### config.mk
export PLATFORM = sky130hd
export DESIGN_NAME = string_literal_unescape
export DESIGN_NICKNAME = d
export VERILOG_FILES = /design/src/hdl/sle_pkg.sv /design/src/hdl/sle_front.sv /design/src/hdl/sle_queue.sv /design/src/hdl/sle_back.sv /design/src/hdl/string_literal_unescape.sv
export VERILOG_INCLUDE_DIRS = /design/src /design/src/hdl
export SDC_FILE = /design/constraint.sdc
export NUM_CORES = 1
export LEC_CHECK = 0
export BUFFER_PORTS_ARGS = -buffer_cell sky130_fd_sc_hd__buf_2
export CORE_MARGIN = 3
export CORE_UTILIZATION = 60
export DETAILED_ROUTE_END_ITERATION = 7
export PLACE_DENSITY = 0.8
export SLEW_MARGIN = 25
export SYNTH_ARGS = -nofsm -noshare
export SYNTH_HDL_FRONTEND = slang
export SYNTH_SLANG_ARGS = --single-unit
### constraint.sdc
create_clock -name clock -period 6.7 [get_ports clock]
set_input_delay 0 -clock clock [delete_from_list [all_inputs] [get_ports clock]]
set_output_delay 0 -clock clock [all_outputs]
set_load 0.02 [all_outputs]
### src/hdl/assert_macros.svh
// Assertion macros shared by the string unescape RTL.
// Included by the modules that carry concurrent checks; no other dependencies.
`ifndef ASSERT_MACROS_SVH
`define ASSERT_MACROS_SVH

// Property must hold at every clock edge outside reset.
`define ASSERT_CLK(lbl, clk, rst, prop, msg) \
   lbl: assert property (@(posedge clk) disable iff (rst) prop) else $error(msg);

// Condition must never be true outside reset.
`define ASSERT_NEVER(lbl, clk, rst, cond, msg) \
   `ASSERT_CLK(lbl, clk, rst, !(cond), msg)

`endif

### src/hdl/sle_pkg.sv
// Shared types, constants and decode functions for the string unescape block.
// No dependencies; imported by every module of the block.
package sle_pkg;

   localparam int QDepth = 4;
   localparam int QPtrW  = $clog2(QDepth);
   localparam int QCntW  = $clog2(QDepth + 1);

   localparam logic [7:0] CharBslash = 8'h5C;
   localparam logic [7:0] CharDquote = 8'h22;
   localparam logic [7:0] CharApos   = 8'h27;
   localparam logic [7:0] CharLowX   = 8'h78;
   localparam logic [7:0] CharUpX    = 8'h58;

   typedef enum logic [2:0] {
      MODE_PLAIN  = 3'd0,
      MODE_BSLASH = 3'd1,
      MODE_HEX1   = 3'd2,
      MODE_HEX2   = 3'd3,
      MODE_OCT2   = 3'd4,
      MODE_OCT3   = 3'd5
   } mode_type;

   typedef struct packed {
      logic [7:0] data;
      logic       has_byte;
      logic       err;
      logic       last;
   } entry_type;

   // Results produced by one accepted byte, slot e0 first.
   typedef struct packed {
      logic [1:0] cnt;
      entry_type  e0;
      entry_type  e1;
   } push_type;

   function automatic entry_type mk_entry(input logic [7:0] data, input logic has_byte,
                                          input logic err);
      entry_type e;
      e.data     = data;
      e.has_byte = has_byte;
      e.err      = err;
      e.last     = 1'b0;
      return e;
   endfunction

   // {bad, value}: bad set when the byte is not a hex digit.
   function automatic logic [4:0] hex_digit(input logic [7:0] b);
      logic [4:0] r;
      if (b >= 8'h30 && b <= 8'h39)      r = {1'b0, b[3:0]};
      else if (b >= 8'h61 && b <= 8'h66) r = {1'b0, 4'(b[3:0] + 4'd9)};
      else if (b >= 8'h41 && b <= 8'h46) r = {1'b0, 4'(b[3:0] + 4'd9)};
      else                               r = 5'b1_0000;
      return r;
   endfunction

   // {ok, value} for single-character escapes.
   function automatic logic [8:0] simple_escape(input logic [7:0] b);
      logic [8:0] r;
      case (b)
         8'h61:   r = {1'b1, 8'h07};
         8'h62:   r = {1'b1, 8'h08};
         8'h65:   r = {1'b1, 8'h1B};
         8'h66:   r = {1'b1, 8'h0C};
         8'h6E:   r = {1'b1, 8'h0A};
         8'h72:   r = {1'b1, 8'h0D};
         8'h74:   r = {1'b1, 8'h09};
         8'h76:   r = {1'b1, 8'h0B};
         CharDquote, CharApos, CharBslash: r = {1'b1, b};
         default: r = 9'd0;
      endcase
      return r;
   endfunction

endpackage

### src/hdl/sle_front.sv
// Front end: accepts literal bytes, runs the escape state machine, pushes results.
// Depends on sle_pkg and assert_macros.svh.
`include "assert_macros.svh"
module sle_front import sle_pkg::*; (
   input  logic       clock,
   input  logic       reset,
   input  logic       in_accept,
   input  logic [7:0] in_byte,
   input  logic       in_last,
   output push_type   push
);

   mode_type   mode_ff, mode_in;
   logic [7:0] pval_ff, pval_in;
   logic       perr_ff, perr_in;
   logic [1:0] n;
   entry_type  r0, r1, e;
   logic [4:0] hx;
   logic [8:0] esc;
   logic       do_plain;

   always_ff @(posedge clock) begin
      if (reset) begin
         mode_ff <= MODE_PLAIN;
         pval_ff <= '0;
         perr_ff <= 1'b0;
      end else if (in_accept) begin
         mode_ff <= mode_in;
         pval_ff <= pval_in;
         perr_ff <= perr_in;
      end
   end

   always_comb begin
      mode_in  = mode_ff;
      pval_in  = pval_ff;
      perr_in  = perr_ff;
      n        = 2'd0;
      r0       = '0;
      r1       = '0;
      e        = '0;
      do_plain = 1'b0;
      hx       = hex_digit(in_byte);
      esc      = simple_escape(in_byte);

      unique case (mode_ff)
         MODE_BSLASH: begin
            if (in_byte == CharLowX || in_byte == CharUpX) begin
               pval_in = '0;
               perr_in = 1'b0;
               mode_in = MODE_HEX1;
            end else if (in_byte[7:2] == 6'b001100) begin
               pval_in = {6'd0, in_byte[1:0]};
               perr_in = 1'b0;
               mode_in = MODE_OCT2;
            end else if (esc[8]) begin
               e       = mk_entry(esc[7:0], 1'b1, 1'b0);
               mode_in = MODE_PLAIN;
            end else begin
               // unknown escape: flag it, escape stays open
               e = mk_entry(8'd0, 1'b0, 1'b1);
            end
            if (!(in_byte == CharLowX || in_byte == CharUpX || in_byte[7:2] == 6'b001100)) begin
               r0 = e;
               n  = 2'd1;
            end
         end
         MODE_HEX1: begin
            if (hx[4]) perr_in = 1'b1;
            pval_in = {hx[4] ? 4'd0 : hx[3:0], 4'd0};
            mode_in = MODE_HEX2;
         end
         MODE_HEX2: begin
            pval_in = pval_ff | {4'd0, hx[4] ? 4'd0 : hx[3:0]};
            r0      = mk_entry(pval_in, 1'b1, perr_ff | hx[4]);
            n       = 2'd1;
            perr_in = 1'b0;
            mode_in = MODE_PLAIN;
         end
         MODE_OCT2, MODE_OCT3: begin
            if (in_byte[7:3] == 5'b00110) begin
               pval_in = {pval_ff[4:0], in_byte[2:0]};
               if (mode_ff == MODE_OCT2) begin
                  mode_in = MODE_OCT3;
               end else begin
                  r0      = mk_entry(pval_in, 1'b1, 1'b0);
                  n       = 2'd1;
                  mode_in = MODE_PLAIN;
               end
            end else begin
               // octal ended early: flush value, then treat byte as plain
               r0       = mk_entry(pval_ff, 1'b1, 1'b0);
               n        = 2'd1;
               do_plain = 1'b1;
            end
         end
         default: do_plain = 1'b1;
      endcase

      if (do_plain) begin
         if (in_byte == CharBslash) begin
            mode_in = MODE_BSLASH;
         end else begin
            e       = mk_entry(in_byte, 1'b1, 1'b0);
            mode_in = MODE_PLAIN;
            if (n == 2'd0) r0 = e;
            else           r1 = e;
            n = n + 2'd1;
         end
      end

      if (in_last) begin
         if (mode_in == MODE_OCT2 || mode_in == MODE_OCT3) begin
            e = mk_entry(pval_in, 1'b1, 1'b0);
         end else if (mode_in != MODE_PLAIN) begin
            e = mk_entry(8'd0, 1'b0, 1'b1);
         end else begin
            e = mk_entry(8'd0, 1'b0, 1'b0);
         end
         if (mode_in != MODE_PLAIN || n == 2'd0) begin
            if (n == 2'd0) r0 = e;
            else           r1 = e;
            n = n + 2'd1;
         end
         if (n == 2'd1) r0.last = 1'b1;
         else           r1.last = 1'b1;
         mode_in = MODE_PLAIN;
         pval_in = '0;
         perr_in = 1'b0;
      end

      push.cnt = in_accept ? n : 2'd0;
      push.e0  = r0;
      push.e1  = r1;
   end

   `ASSERT_CLK(a_last_to_plain, clock, reset, in_accept && in_last |=> mode_ff == MODE_PLAIN,
      "mode not plain after last byte")
   `ASSERT_NEVER(a_last_has_result, clock, reset, in_accept && in_last && push.cnt == 2'd0,
      "last byte produced no result")

endmodule

### src/hdl/sle_queue.sv
// Short result queue between front and back: up to two writes, one read per cycle.
// Depends on sle_pkg and assert_macros.svh.
`include "assert_macros.svh"
module sle_queue import sle_pkg::*; (
   input  logic      clock,
   input  logic      reset,
   input  push_type  push,
   output logic      space,
   input  logic      pop,
   output logic      empty,
   output entry_type head
);

   entry_type        mem_ff [QDepth];
   logic [QPtrW-1:0] wr_ptr_ff, wr_ptr_in;
   logic [QPtrW-1:0] rd_ptr_ff, rd_ptr_in;
   logic [QCntW-1:0] count_ff, count_in;
   logic             do_pop;

   assign empty  = (count_ff == '0);
   assign space  = (count_ff <= QCntW'(QDepth - 2));
   assign head   = mem_ff[rd_ptr_ff];
   assign do_pop = pop && !empty;

   always_comb begin
      wr_ptr_in = wr_ptr_ff + QPtrW'(push.cnt);
      rd_ptr_in = rd_ptr_ff + QPtrW'(do_pop);
      count_in  = count_ff + QCntW'(push.cnt) - QCntW'(do_pop);
   end

   always_ff @(posedge clock) begin
      if (reset) begin
         wr_ptr_ff <= '0;
         rd_ptr_ff <= '0;
         count_ff  <= '0;
      end else begin
         wr_ptr_ff <= wr_ptr_in;
         rd_ptr_ff <= rd_ptr_in;
         count_ff  <= count_in;
      end
   end

   always_ff @(posedge clock) begin
      if (push.cnt != 2'd0) mem_ff[wr_ptr_ff] <= push.e0;
      if (push.cnt == 2'd2) mem_ff[QPtrW'(wr_ptr_ff + 1'b1)] <= push.e1;
   end

   `ASSERT_NEVER(a_q_overflow, clock, reset, count_ff > QCntW'(QDepth), "queue overflow")
   `ASSERT_NEVER(a_q_push_full, clock, reset, push.cnt != 2'd0 && !space,
      "push without room for two entries")

endmodule

### src/hdl/sle_back.sv
// Back end: moves queued results into the output register and drives the rsp stream.
// Depends on sle_pkg.
module sle_back import sle_pkg::*; (
   input  logic       clock,
   input  logic       reset,
   input  logic       q_empty,
   input  entry_type  q_head,
   output logic       q_pop,
   output logic       rsp_tvalid,
   input  logic       rsp_tready,
   output logic [7:0] rsp_tdata,
   output logic [1:0] rsp_tuser,
   output logic       rsp_tlast
);

   logic      valid_ff, valid_in;
   entry_type out_ff;

   assign q_pop    = !q_empty && (!valid_ff || rsp_tready);
   assign valid_in = q_pop || (valid_ff && !rsp_tready);

   always_ff @(posedge clock) begin
      if (reset) valid_ff <= 1'b0;
      else       valid_ff <= valid_in;
   end

   always_ff @(posedge clock) begin
      if (q_pop) out_ff <= q_head;
   end

   assign rsp_tvalid = valid_ff;
   assign rsp_tdata  = out_ff.data;
   assign rsp_tuser  = {out_ff.err, out_ff.has_byte};
   assign rsp_tlast  = out_ff.last;

endmodule

### src/hdl/string_literal_unescape.sv
// Top level of the string literal unescape block: front, result queue, back.
// Depends on sle_pkg, sle_front, sle_queue and sle_back.
//
//  channel | dir | payload
//  --------+-----+-------------------------------------------------------
//  req_*   | in  | tdata: literal byte; tlast: final byte of the literal
//  rsp_*   | out | tdata: decoded byte; tuser: has_byte, escape_error;
//          |     | tlast: final result of a literal
//
// One input byte is taken per cycle while req_tready is high; it gives zero, one
// or two results, which leave at one per cycle from the output register while
// rsp_tready is high; each result passes the queue, then the output register.
// req_tready drops while the four-entry result queue has fewer than two free slots.
// Reset is synchronous; it empties the queue and returns the decoder to plain mode.
module string_literal_unescape import sle_pkg::*; (
   input  logic       clock,
   input  logic       reset,
   input  logic       req_tvalid,
   output logic       req_tready,
   input  logic [7:0] req_tdata,   // [7:0] in_byte
   input  logic       req_tlast,
   output logic       rsp_tvalid,
   input  logic       rsp_tready,
   output logic [7:0] rsp_tdata,   // [7:0] out_byte
   output logic [1:0] rsp_tuser,   // [0] has_byte, [1] escape_error
   output logic       rsp_tlast
);

   push_type  push;
   entry_type head;
   logic      space, q_empty, q_pop, in_accept;

   assign req_tready = space;
   assign in_accept  = req_tvalid && space;

   sle_front u_front (
      .clock     (clock),
      .reset     (reset),
      .in_accept (in_accept),
      .in_byte   (req_tdata),
      .in_last   (req_tlast),
      .push      (push)
   );

   sle_queue u_queue (
      .clock (clock),
      .reset (reset),
      .push  (push),
      .space (space),
      .pop   (q_pop),
      .empty (q_empty),
      .head  (head)
   );

   sle_back u_back (
      .clock      (clock),
      .reset      (reset),
      .q_empty    (q_empty),
      .q_head     (head),
      .q_pop      (q_pop),
      .rsp_tvalid (rsp_tvalid),
      .rsp_tready (rsp_tready),
      .rsp_tdata  (rsp_tdata),
      .rsp_tuser  (rsp_tuser),
      .rsp_tlast  (rsp_tlast)
   );

endmodule
==> impl_metrics.toml <==
[run_status]
outcome = "finished, final reports clean"

[setup_path]
critPathLaunchType = "input pin"
worst-path-max-fanout = 12
crit_type = "in2reg"
endpoint_kind = "flop"
cp_slowest_stage_delay_ps = 530
path_cells = "buf_2 -> inv_1 -> ha_1 -> nand3_1 -> a211oi_2 -> a211oi_1 -> ha_1 -> nor2b_1 -> o21a_1 -> a221o_1 -> nor2_2 -> inv_2 -> ha_1 -> a31o_2 -> a311oi_4 -> nor2_4 -> xnor2_1 -> and2_1 -> ha_1 -> fa_1 -> xor2_1 -> xnor2_1 -> nor2_1"
cp.required_ps = 6930
cp.arrival_ps = 5080
crit_path_top_delay_cell = "a211oi_2"
cp_common_cell = "ha_1"

[pwr]
cellLeakagePower_nw = 2.07
p_int_uw = 912
ir_drop_uv = 145
p_per_area_mw_per_mm2 = 255
p_clk_share_pct = 24.9
switching_share_pct = 34.4
combPwrFrac_pct = 27.7
switchingPower_uw = 479
power_mw = 1.39
share_seq_of_total_power_pct = 47.4

[global_route]
grt_usage_pct = 28.3
gr-total-overflow = 0
antenna_found_initial = 0
grt_pass1_vias = 3984
grt_max_degree = 24
grt_pass1_wl_um = 21900

[yosys]
ys_seq_elements = 75
async_reset_ff_share_pct = 0
yosysSeqAreaShare_pct = 40.2
syn_avg_cell_area_um2 = 10.3
ys.warnings.count = 0
synth_ff_type = "edfxtp_1"
synthDistinctLibCells = 75
synthesis.area_mm2 = 0.00510
synth-edff-count = 55
syn-num-nets = 521
synth_cells = 495

[clock_network]
htree_levels = 3
tritoncts_num_sinks = 75
clkTransAtPathRegs_ps = 100
clk_latency_ps = 360
cts-buffers-inserted = 9
cts_tree = "done"
clockBufferDepth = 2
ctsResizeCount = 0
ctsRootBufferMaster = "clkbuf_8"

[route]
vias = 4259
finalWirelength_um = 13400
drtIter0Drc = 588
via_per_inst = 6.91
first_pass_iters = 7
wl_per_cell_um = 21.7
ant_nets = 0
drc = 0

[sta]
setup_tns_ps = 0
finClkSkew_ps = 18.5
grt_setup_unrepaired = "false"
fin_crit_sh_pct = 72.4
worstMarginPinSlew_ps = 932
period_needed_ps = 4850
slew_headroom_pct = 36.6
setup_violations = 0
drv_slew = 0
fmax_ghz = 0.206
finalHoldViolations = 0

[cells_and_area]
fin_nets = 532
drive_above_1_share_pct = 17.8
final_common_cell = "edfxtp_1"
diodes = 0
layout_common_cells = "edfxtp_1, mux2i_1, nor2_1"
syn2layout_area_growth_pct = 6.91

[placement]
dp_hpwl_um = 9690
place.gp.congestion = 0.995
io_buffers = 25

[floorplan]
ioPinCount = 26
rows = 33
start_util_pct = 61.8
die-area_mm2 = 0.00965
die_x_um = 98.2
core-area_mm2 = 0.00826
die_y_um = 98.2

[worst_hold_path]
hp-class = "in2reg"

[run]
maxCapViolCount = 0
-- layer usage --
| layer | vias up | wire length [µm] | GRT usage [%] |
|---|---|---|---|
| li1 | 1943 | - | - |
| met1 | 2024 | 5600 | 40.6 |
| met3 | 37 | 1160 | 4.79 |
| met5 | - | 0 | 0 |
| met4 | 0 | 354 | 7.98 |
| met2 | 255 | 6270 | 44.8 |
-- power groups by stage --
stage	logic, mW	clock network, mW	registers (mW)
after floorplan	0.238	0	0.691
after global placement	0.373	0	0.667
after detailed placement	0.382	0	0.671
after CTS	0.388	0.348	0.661
after global routing	0.418	0.373	0.670
final	0.385	0.346	0.659
-- worst paths after layout --
| path | start | end | slack (ps) | cells past startpoint |
|---|---|---|---|---|
| hold / removal | reset | u_front.pval_ff[1] | 50 | 2 |
| setup / recovery | req_tdata[0] | u_queue.count_ff[2] | 1850 | 23 |
| hold reg to reg | u_back.rsp_tvalid | u_back.rsp_tvalid | 490 | 2 |
| setup reg to reg | u_front.mode_ff[2] | u_queue.count_ff[2] | 1870 | 19 |
-- area by class of cell --
type / count / area (µm²)
Tap cell: 105 / 131
Timing Repair Buffer: 33 / 188
Clock buffer: 9 / 124
Inverter: 22 / 82.6
Multi-Input combinational cell: 365 / 2820
Sequential cell: 75 / 2050
Fill cell: 634 / 2800
Clock inverter: 7 / 65.1
-- flip-flops by register name, indices dropped and copies added, names as in the netlist --
register / count
u_back.rsp_tuser: 2
u_back.rsp_tdata: 8
u_queue.rd_ptr_ff: 2
u_queue.wr_ptr_ff: 2
u_front.mode_ff: 3
u_front.pval_ff: 8
u_queue.count_ff: 3
u_back.rsp_tvalid: 1
u_back.rsp_tlast: 1
u_front.perr_ff: 1
u_queue.mem_ff: 44
-- logic make-up after synthesis --
kind of cell	synth area share, %
and+or+nand+nor	15.6
AOI/OAI and AO/OA	20.6
DFF	40.2
muxes	14.4
buffers and inverters	4.78
adders and majority gates	3.33
xor gates and xnor gates	1.20
-- Yosys cell counts (8+ instances only) --
cell | count | share of area, %
o21ai_0 | 19 | 1.9
nand2_1 | 28 | 2.1
nor2_1 | 33 | 2.4
nand3_1 | 10 | 0.98
nor3_1 | 11 | 1.1
a22oi_1 | 21 | 3.1
inv_1 | 20 | 1.5
a21oi_1 | 22 | 2.2
nor2b_1 | 8 | 0.98
a31oi_1 | 8 | 0.98
ha_1 | 12 | 2.9
clkbuf_1 | 17 | 1.2
mux2i_1 | 36 | 7.1
edfxtp_1 | 55 | 32
mux4_2 | 11 | 4.9
dfxtp_1 | 20 | 7.8
and2_1 | 11 | 1.3
a211oi_1 | 9 | 1.3
-- per-stage QoR --
stage / utilization, % / hold slack [ps] / worst slack (ps) / area [µm²] / cells
2_1_floorplan: - / 180 / 1010 / 5100 / 495
3_3_place_gp: 63.7 / 265 / 1750 / 5260 / 599
3_5_place_dp: 63.7 / 283 / 1510 / 5260 / 599
4_1_cts: 66.1 / 56.4 / 1910 / 5460 / 616
5_1_grt: 66.1 / 59.1 / 1480 / 5460 / 616
6_report: 66.1 / 54.7 / 1850 / 5460 / 616
-- critical path: cells and delay by family --
| kind | cells | cell delay, ps |
|---|---|---|
| buffers and inverters | 3 | 470 |
| AO/OA/AOI/OAI | 6 | 1780 |
| AND/OR/NAND/NOR | 6 | 780 |
| adder cells (fa/ha/maj) | 5 | 1500 |
| XOR/XNOR | 3 | 530 |
-- what timing repair did --
| action | CTS | global route |
|---|---|---|
| hold buffers | 1 | 0 |
| hold endpoints to repair | 1 | 0 |
| buffers inserted | 0 | 0 |
Note: power is estimated with default switching activity, not from simulation.
